<file path="src/design/led_matrix_frame_engine_defines.svh">
// Assertion macros used by the frame engine datapath.
`ifndef LED_MATRIX_FRAME_ENGINE_DEFINES_SVH
`define LED_MATRIX_FRAME_ENGINE_DEFINES_SVH

`ifndef ASSERT_OFF
`define ASSERT_ALWAYS(lbl, clk, rstn, expr) \
  lbl: assert property (@(posedge clk) disable iff (!rstn) (expr)) \
    else $error("assertion failed");
`define ASSERT_IMPL(lbl, clk, rstn, ante, cons) \
  lbl: assert property (@(posedge clk) disable iff (!rstn) (ante) |-> (cons)) \
    else $error("assertion failed");
`else
`define ASSERT_ALWAYS(lbl, clk, rstn, expr)
`define ASSERT_IMPL(lbl, clk, rstn, ante, cons)
`endif

`endif

</file>
<file path="src/design/lmfe_pkg.sv">
// Types and constants of the LED matrix frame engine.
package lmfe_pkg;

  // command codes
  localparam logic [3:0] ACT_WRITE_PIXEL = 4'd0;
  localparam logic [3:0] ACT_READ_PIXEL  = 4'd1;
  localparam logic [3:0] ACT_FILL        = 4'd2;
  localparam logic [3:0] ACT_DRAW_ROW    = 4'd3;
  localparam logic [3:0] ACT_DRAW_COL    = 4'd4;
  localparam logic [3:0] ACT_READ_ROW    = 4'd5;
  localparam logic [3:0] ACT_READ_COL    = 4'd6;
  localparam logic [3:0] ACT_SHIFT       = 4'd7;
  localparam logic [3:0] ACT_ROTATE      = 4'd8;

  // move directions
  localparam logic [1:0] DIR_UP    = 2'd0;
  localparam logic [1:0] DIR_DOWN  = 2'd1;
  localparam logic [1:0] DIR_LEFT  = 2'd2;
  localparam logic [1:0] DIR_RIGHT = 2'd3;

  // configuration register indexes
  localparam int CFG_IDX_W  = 3;
  localparam int CFG_DATA_W = 8;
  localparam logic [CFG_IDX_W-1:0] CFG_WIDTH = 3'd0;
  localparam logic [CFG_IDX_W-1:0] CFG_HEIGHT = 3'd1;
  localparam logic [CFG_IDX_W-1:0] CFG_RED = 3'd2;
  localparam logic [CFG_IDX_W-1:0] CFG_GREEN = 3'd3;
  localparam logic [CFG_IDX_W-1:0] CFG_BLUE = 3'd4;

  localparam logic [4:0] RST_SIZE   = 5'd8;
  localparam logic [7:0] RST_COLOUR = 8'd32;

  typedef struct packed {
    logic [3:0] action;
    logic [3:0] row_index;
    logic [3:0] column_index;
    logic [1:0] direction;
  } in_word_t;

  typedef struct packed {
    logic [7:0] pix_green;
    logic [7:0] pix_red;
    logic [7:0] pix_blue;
    logic       last_pixel;
  } out_word_t;

  // how the cursor maps to a cell
  typedef enum logic [2:0] {
    POS_PIXEL, POS_FILL, POS_ROW, POS_COL, POS_VERT, POS_HORZ
  } pos_mode_t;

  typedef enum logic [3:0] {
    S_CLEAR, S_IDLE, S_DRAW, S_RD_ADDR, S_RD_DATA,
    S_MV_FIRST, S_MV_SAVE, S_MV_RD, S_MV_WR, S_MV_END
  } state_t;

  typedef struct packed {
    logic load;
    logic clr_wr;
    logic draw_wr;
    logic rd;
    logic save;
    logic mv_wr;
    logic end_wr;
    logic step_inc;
    logic lane_next;
    logic out_load;
  } cmd_t;

  typedef struct packed {
    logic clr_done;
    logic step_last;
    logic lane_last;
    logic out_free;
  } status_t;

endpackage

</file>
<file path="src/design/lmfe_ctrl.sv">
// Controller state machine of the frame engine.
module lmfe_ctrl (
  input  logic              clk,
  input  logic              rst_n,
  input  logic              in_valid,
  input  logic [3:0]        in_action,
  output logic              in_stall,
  input  lmfe_pkg::status_t status,
  output lmfe_pkg::cmd_t    cmd
);
  import lmfe_pkg::*;

  state_t state_r, state_nxt;

  // state register
  always_ff @(posedge clk) begin
    if (!rst_n) begin
      state_r <= S_CLEAR;
    end else begin
      state_r <= state_nxt;
    end
  end

  // next state and commands
  always_comb begin
    cmd       = '0;
    state_nxt = state_r;
    in_stall  = 1'b1;
    case (state_r)
      S_CLEAR: begin
        cmd.clr_wr = 1'b1;
        if (status.clr_done) state_nxt = S_IDLE;
      end
      S_IDLE: begin
        in_stall = 1'b0;
        if (in_valid) begin
          cmd.load = 1'b1;
          case (in_action)
            ACT_WRITE_PIXEL, ACT_FILL, ACT_DRAW_ROW, ACT_DRAW_COL: state_nxt = S_DRAW;
            ACT_READ_PIXEL, ACT_READ_ROW, ACT_READ_COL:            state_nxt = S_RD_ADDR;
            ACT_SHIFT, ACT_ROTATE:                                 state_nxt = S_MV_FIRST;
            default:                                               state_nxt = S_IDLE;
          endcase
        end
      end
      S_DRAW: begin
        cmd.draw_wr = 1'b1;
        if (status.step_last) begin
          if (status.lane_last) state_nxt = S_IDLE;
          else cmd.lane_next = 1'b1;
        end else begin
          cmd.step_inc = 1'b1;
        end
      end
      S_RD_ADDR: begin
        cmd.rd    = 1'b1;
        state_nxt = S_RD_DATA;
      end
      S_RD_DATA: begin
        if (status.out_free) begin
          cmd.out_load = 1'b1;
          if (status.step_last) begin
            state_nxt = S_IDLE;
          end else begin
            cmd.step_inc = 1'b1;
            state_nxt    = S_RD_ADDR;
          end
        end
      end
      // first cell of a lane is read; it (rotate) or a zero (shift) is kept for the far edge
      S_MV_FIRST: begin
        cmd.rd    = 1'b1;
        state_nxt = S_MV_SAVE;
      end
      S_MV_SAVE: begin
        cmd.save = 1'b1;
        if (status.step_last) begin
          state_nxt = S_MV_END;
        end else begin
          cmd.step_inc = 1'b1;
          state_nxt    = S_MV_RD;
        end
      end
      S_MV_RD: begin
        cmd.rd    = 1'b1;
        state_nxt = S_MV_WR;
      end
      S_MV_WR: begin
        cmd.mv_wr = 1'b1;
        if (status.step_last) begin
          state_nxt = S_MV_END;
        end else begin
          cmd.step_inc = 1'b1;
          state_nxt    = S_MV_RD;
        end
      end
      S_MV_END: begin
        cmd.end_wr = 1'b1;
        if (status.lane_last) begin
          state_nxt = S_IDLE;
        end else begin
          cmd.lane_next = 1'b1;
          state_nxt     = S_MV_FIRST;
        end
      end
      default: state_nxt = S_IDLE;
    endcase
  end

endmodule

</file>
<file path="config.mk">
export PLATFORM = sky130hd
export DESIGN_NAME = lmfe_ctrl
export DESIGN_NICKNAME = d
export VERILOG_FILES = /design/src/design/led_matrix_frame_engine_defines.svh /design/src/design/lmfe_pkg.sv /design/src/design/lmfe_ctrl.sv
export SDC_FILE = /design/constraint.sdc
export NUM_CORES = 1
export LEC_CHECK = 0
export ABC_AREA = 1
export ABC_CLOCK_PERIOD_IN_PS = 2650
export BUFFER_PORTS_ARGS = -buffer_cell sky130_fd_sc_hd__buf_4
export CAP_MARGIN = 20
export CORE_AREA = 2 2 39 41
export DETAILED_ROUTE_END_ITERATION = 8
export DIE_AREA = 0 0 41 43
export SLEW_MARGIN = 40
export SYNTH_ARGS = -nofsm -noshare
export SYNTH_HDL_FRONTEND = slang
export SYNTH_SLANG_ARGS = --single-unit
export TNS_END_PERCENT = 50
</file>
<file path="constraint.sdc">
create_clock -name clk -period 2.65 [get_ports clk]
set_input_delay 0.53 -clock clk [delete_from_list [all_inputs] [get_ports clk]]
set_output_delay 0.53 -clock clk [all_outputs]
set_load 0.05 [all_outputs]
</file>
==> impl_results.md, run 1 <==
- Status: finished, final reports clean
- TritonCTS clock tree: yes
- Remaining global-route overflow: 0
- HP Class: in -> reg
- Skew final: about 0.0062 ns
- Initial Utilization: 30.0%
- Fin worst setup slack: 0.667 ns
- Maximum vdd ir drop: 325 µV
- Max Cap Viol: 0
- Latest clock arrival within the worst-skew pair: 0.23 ns
- Worst setup EP type: output pin
- ANT nets after route: 0
- # DRC: 0
- Via count of the first global-routing pass: 474
- H-tree levels: 1
- Place WS: about 0.9 ns
- Largest net degree at the start of global routing: 9
- Synthesized flop and latch total: 4
- Mapped Area: roughly 420 µm²
- Critical path arrival: 1.45 ns
- Cts hold-fix bufs: 0
- Die W: approximately 40 µm
- Layout cell share with drive strength beyond 1: 31.7%
- Port bufs: 21
- Setup TNS: 0 ns
- Setup-failing EPs final: 0
- Minimum clock period after layout: 1.98 ns
- Sequential fraction of the synthesis area: 19.3%
- Final hold violation count: 0
- Nets: 114
- Post-Layout Cell Count: 117
- RSZ-0062 raised after global routing: no
- Most frequent cells in the layout: buf_4 (21), nand2_1 (18), inv_1 (14)
- Diode count: 0
- Placed Area: 586 µm²
- CP Launch Type: flip-flop
- Final Power: 0.344 mW
- Design Area, Final: 608 µm²
- TritonCTS sink count: 4
- Max reg flops: 4
- Drt via density: 4.56
- Area leader, netlist: dfxtp_1
- Net Count, Synth: 89
- Buf/Inv on CP: 2
- Max_slew headroom: about four fifths
- Fmax: 504 MHz
- Postcts setup bufs: 0
- P&R area growth vs syn: 46.4%
- LEAKAGE: approximately 0.36 nW
- Vias: 533
- Mean Syn Cell Area: 5.33 µm²
- GPL Wtd Cong: between 0.8 and 0.9
- Slew Limit Fails: 0
- Cells along the critical path: inv_2 -> nor2_2 -> nand2_1 -> o31ai_1 -> buf_4
- Tcrit/Tclk final: 74.8%
- Inst Count DP: 114
- Total Routed Length: 1.06 mm
- CTS clock-pin slew for the worst setup and hold paths: 0.04 ns
- Most common cell after layout, fill and taps aside: buf_4
- CP top delay family: flip-flops
- DP HPWL: a little over 900 µm
- Top cell type's share of synthesized area: 19.3%
- Synth top area cells: dfxtp_1 (19%), nand2_1 (16%), inv_1 (13%), nand3_1 (12%), nor2_1 (11%)
- Crit Path Category: reg -> out
- Num ports: 22
- Cells after Synth: 78
- Worst Path Max Fanout: 6
- Core footprint: 1380 µm²
- Largest stage delay on the critical path: 0.46 ns
- Biggest registers after layout: state_r: 4 flops
- Worst slew pin tran: roughly 0.32 ns
- Total GRT Usage: 14.5%
- Netlist cell types: 16
- Initial antenna violation count: 0
- Clk root buf: clkbuf_4
- CTS buffer count: 3
- Power Dens Cells: 566 nW/µm²
- First-pass GRT wire length: about 1.8 mm
- Die height: 43 µm
- Drt pass-1 iters: 4
- DRT iter0 DRCs: 10
- Critical Path RT: 2.12 ns
- Number of gates resized after cts: 0
- Post-DR wirelength/cell: 9.05 µm
- Biggest register: state_r
- Clk buf depth: 2
- Ys Warns: 0
- Total Die Area: 1760 µm²
- CP max stage cell: dfxtp_1
- Num rows: 14
==> layer usage <==
layer | vias to the layer above | global-route usage, % | wire (µm)
met5 | - | 0 | 0
met4 | 0 | 6.00 | 0
met3 | 0 | 4.71 | 83
met2 | 17 | 23.1 | 520
met1 | 226 | 17.0 | 455
li1 | 290 | - | -
==> final timing paths <==
kind / endpoint / from / cells after the start / slack, ns
worst min register to register: state_r[3]$_SDFFE_PN0P_ / state_r[1]$_SDFFE_PN0P_ / 2 / 0.63
worst min-delay path: state_r[2]$_SDFFE_PN0P_ / rst_n / 3 / 0.57
worst max register to register: state_r[1]$_SDFFE_PN0P_ / state_r[1]$_SDFFE_PN0P_ / 7 / 1.32
worst max-delay path: cmd[1] / state_r[1]$_SDFFE_PN0P_ / 5 / 0.67
==> worst register-to-register path, cell delays in order, from the launching register on <==
cell,delay [ns]
dfxtp_1,0.46
inv_2,0.08
nor2_2,0.10
nand2_1,0.13
a21oi_2,0.19
nor2_2,0.07
a21oi_1,0.14
nor2_1,0.05
==> kinds of logic (layout without fill, tap and decap cells) <==
kind of cell           Yosys count  after routing  synth area share (%)
AOI/OAI and AO/OA               10             10                  13.6
buffers and inverters           16             39                  16.3
DFF                              4              4                  19.3
and+or+nand+nor                 48             48                  50.9
==> power by group <==
group	switching (mW)	internal, mW	leakage (nW)
Clock	0.0232	0.0505	0.0138
Sequential	0.0153	0.0679	0.0326
Combinational	0.126	0.0614	0.311
==> cell usage after synthesis <==
cell,number
inv_1,14
nor3_1,2
nor2_1,12
a21oi_1,6
buf_6,1
o21ai_0,1
nand2_1,18
inv_2,1
dfxtp_1,4
nor2_2,4
nand3_1,10
nand2_2,1
a21oi_2,1
o31ai_1,1
nand3b_1,1
o21ai_1,1
==> layout make-up <==
cell class | count | area (µm²)
Inverter | 15 | 56.3
Multi-Input combinational cell | 58 | 272
Fill cell | 160 | 776
Timing Repair Buffer | 21 | 158
Clock buffer | 3 | 22.5
Tap cell | 16 | 20.0
Sequential cell | 4 | 80.1
==> stage by stage <==
stage	hold slack (ns)	utilization, %
floorplan	0.557	-
global placement	0.642	42.3
detailed placement	0.631	42.3
CTS	0.570	43.9
global route	0.582	43.9
finish	0.572	43.9
Note: power is estimated with default switching activity, not from simulation.
==> run 2, diff against run 1 <==
ABC_AREA = 0   (was 1)
ABC_CLOCK_PERIOD_IN_PS = 1600   (was 2650)
PLACE_DENSITY = 0.66   (was not set)
clock period = 1.6 ns   (was 2.65 ns; I/O delays follow)
==> run 2 against run 1 <==
  * The flow now finishes with violations (setup timing)
  * Synthesized cell count decreased by 18%
  * Global-route usage increased by 5.8 points
  * First-iteration DRC count decreased by 50%
  * Combinational power increased by 69%
  * Sequential share of layout area decreased by 4.0 points
  * Critical path depth decreased by 2
==> impl_results.md, run 2 <==
- Max Cap Viol: 0 (unchanged)
- Latest clock arrival within the worst-skew pair: 0.24 ns (about the same)
- Biggest registers after layout: state_r: 4 flops
- Status: complete, but fails checks
- Top FF cell, synth: dfxtp_1
- Initial Utilization: 34.5% (+4.5 points)
- TritonCTS clock tree: yes
- Biggest register: state_r
- Drt via density: 5.70 (+25%)
- Setup-failing EPs final: 8 (+8)
- ANT nets after route: 0 (unchanged)
- Placed Area: 781 µm² (+33%)
- Total Die Area: 1760 µm² (unchanged)
- First-pass GRT wire length: 2.53 mm (+44%)
- DRT iter0 DRCs: 5 (-5)
- Netlist cell types: 32 (+16)
- Post-synth EDFFs: 0 (unchanged)
- Max reg flops: 4 (unchanged)
- Most frequent cells in the layout: buf_4 (20), buf_6 (12)
- Skew final: 0.00123 ns (-0.00500 ns)
- Crit Path Category: reg -> out
- GPL Wtd Cong: 0.784 (-9.8%)
- Final Power: 0.561 mW (+63%)
- Mapped Area: 478 µm² (+15%)
- CTS clock-pin slew for the worst setup and hold paths: 0.03 ns (about the same)
- Max_slew headroom: 72.3% (-6.1 points)
- DP HPWL: 1.12 mm (+23%)
- Post-DR wirelength/cell: 14.6 µm (+61%)
- P&R area growth vs syn: 100%
- Post-Layout Cell Count: 113 (-3.4%)
- Design Area, Final: 956 µm² (+57%)
- Area taken by multi-input logic gates: 475 µm² (+75%)
- Synth top area cells: dfxtp_1 (17%), or4b_4 (5.8%), nor2_1 (5.5%), nor4b_1 (5.5%), nor3_1 (5.2%)
- Maximum vdd ir drop: 359 µV (+10%)
- Sequential fraction of the synthesis area: 16.8% (-2.5 points)
- Most frequent cell after synthesis: nor2_1
- R2R Path End: state_r[2]$_SDFFE_PN0P_
- Synth top cells by count: nor2_1 (7), nor3_1 (5), dfxtp_1 (4), inv_1 (4)
- Critical path arrival: 1.49 ns (+0.04 ns)
- Diode count: 0 (unchanged)
- CP startpoint: state_r[2]$_SDFFE_PN0P_
- Vias: 644 (+21%)
- CTS buffer count: 3 (unchanged)
- Synthesized flop and latch total: 4 (unchanged)
- Worst slew pin tran: 0.410 ns (+0.0866 ns)
- Tcrit/Tclk final: 113%
- Clk root buf: clkbuf_4
- R2r startpoint: state_r[2]$_SDFFE_PN0P_
- HP Class: in -> reg
- Initial antenna violation count: 0 (unchanged)
- H-tree levels: 1 (unchanged)
- Most common cell after layout, fill and taps aside: buf_4
- Die height: 43 µm (unchanged)
- Power Dens Cells: 587 nW/µm² (+3.6%)
- Minimum clock period after layout: 1.81 ns
- Total Routed Length: 1.65 mm (+55%)
- Nets: 110 (-3.5%)
- Worst setup EP type: output pin
- Inst Count DP: 106 (-7.0%)
- Clk buf depth: 2 (unchanged)
- Reg area: 87.6 µm² (+9.4%)
- Total GRT Usage: 20.3% (+5.8 points)
- R2R depth: 6 (-1)
- Worst Path Max Fanout: 5 (-1)
- Remaining global-route overflow: 0 (unchanged)
- LEAKAGE: 0.384 nW (+7.5%)
- # DRC: 0 (unchanged)
- Mean Syn Cell Area: 7.47 µm² (+40%)
- Slack of the worst reg-to-reg path: 0.01 ns (-1.31 ns)
- Layout cell share with drive strength beyond 1: 64.9% (+33 points)
- Crit path to: cmd[6]
- Violated checks: setup timing
- Slew Limit Fails: 0 (unchanged)
- Cells after Synth: 64 (-18%)
- FFs w/ async S/R, synth: 0% (unchanged)
- Top cell type's share of synthesized area: 16.8% (-2.5 points)
- Area leader, netlist: dfxtp_1
- Start point of the worst hold path: status[0]
- Fill cells: 113 (-29%)
- Largest net degree at the start of global routing: 9 (unchanged)
- CP Launch Type: flip-flop
- Drt pass-1 iters: 4 (unchanged)
- Via count of the first global-routing pass: 631 (+33%)
- Core footprint: 1380 µm² (unchanged)
- Num ports: 22 (unchanged)
- Critical Path RT: 1.28 ns (-0.84 ns)
- Die W: 41 µm (unchanged)
- Port bufs: 21 (unchanged)
- Net Count, Synth: 75 (-16%)
- TritonCTS sink count: 4 (unchanged)
- Final hold violation count: 0 (unchanged)
- Num rows: 14 (unchanged)
- Util after Layout: 69.1% (+25 points)
- Fin worst setup slack: -0.213 ns (-0.879 ns)
- Ys Warns: 0 (unchanged)
- RSZ-0062 raised after global routing: yes
- Fmax: roughly 550 MHz
## run 2: changes by cell type after synthesis, sizes merged, moves of 3 or more
| cell | before | now |
|---|---|---|
| a21oi | 7 | 3 |
| nor4b | 0 | 3 |
| nand2 | 19 | 3 |
| nand3 | 10 | 2 |
| nor3 | 2 | 5 |
| nor2 | 16 | 7 |
| inv | 15 | 4 |
| buf | 1 | 4 |
| or4b | 0 | 5 |
## run 2: routing by layer
layer	wire, µm	global-route usage, %	share of wire [%]	up-vias
met3	79	1.05	4.8	2
li1	-	-	-	314
met4	17	6.00	1.0	0
met2	874	35.3	53	25
met5	0	0	0	-
met1	675	25.3	41	303
## run 2: layout make-up
class	count	share of cell area (%)
clock buffers	3	2.36
inverters	4	1.57
multi-input cells	51	49.7
flip-flops and latches	4	9.16
well taps	16	2.09
repair buffers	35	35.1
## run 2: power by group
part	switching, mW	internal [mW]
Clock	0.0435	0.0840
Sequential	0.00987	0.106
Combinational	0.176	0.142
Total	0.229	0.332
## run 2: logic make-up after synthesis
| family | Yosys count | synth area share, % |
|---|---|---|
| buf+inv | 9 | 7.85 |
| compound gates | 14 | 22.5 |
| simple gates | 35 | 48.4 |
| mux | 2 | 4.45 |
| flops | 4 | 16.8 |
## run 2: per-stage QoR
step / hold WS [ns] / setup TNS (ns) / worst slack, ns
6_report: 0.305 / -0.781 / -0.213
5_1_grt: 0.306 / -1.23 / -0.244
4_1_cts: 0.306 / -0.766 / -0.205
3_5_place_dp: 0.553 / -0.0416 / -0.0416
3_3_place_gp: 0.555 / -0.0153 / -0.0153
2_1_floorplan: 0.430 / -0.631 / -0.206
## run 2: how the worst min path moves through the flow
stage,end,slack [ns],depth (start not counted)
floorplan,state_r[2]$_SDFFE_PN0P_,0.43,1
global placement,state_r[2]$_SDFFE_PN0P_,0.56,2
detailed placement,state_r[2]$_SDFFE_PN0P_,0.55,2
CTS,state_r[2]$_SDFFE_PN0P_,0.31,2
global route,state_r[2]$_SDFFE_PN0P_,0.31,2
finish,state_r[2]$_SDFFE_PN0P_,0.31,2
## run 2: timing repair
item                                    CTS  global route
setup buffers                             5             0
hold buffers                              0             0
endpoints found under the setup margin    9            14
resized for setup                        19             9
pin swaps                                 8             3
## run 2: critical path, stage by stage (launching register included)
cell and delay, ns:
dfxtp_2 0.33, or4b_4 0.57, and3b_4 0.21, buf_8 0.14
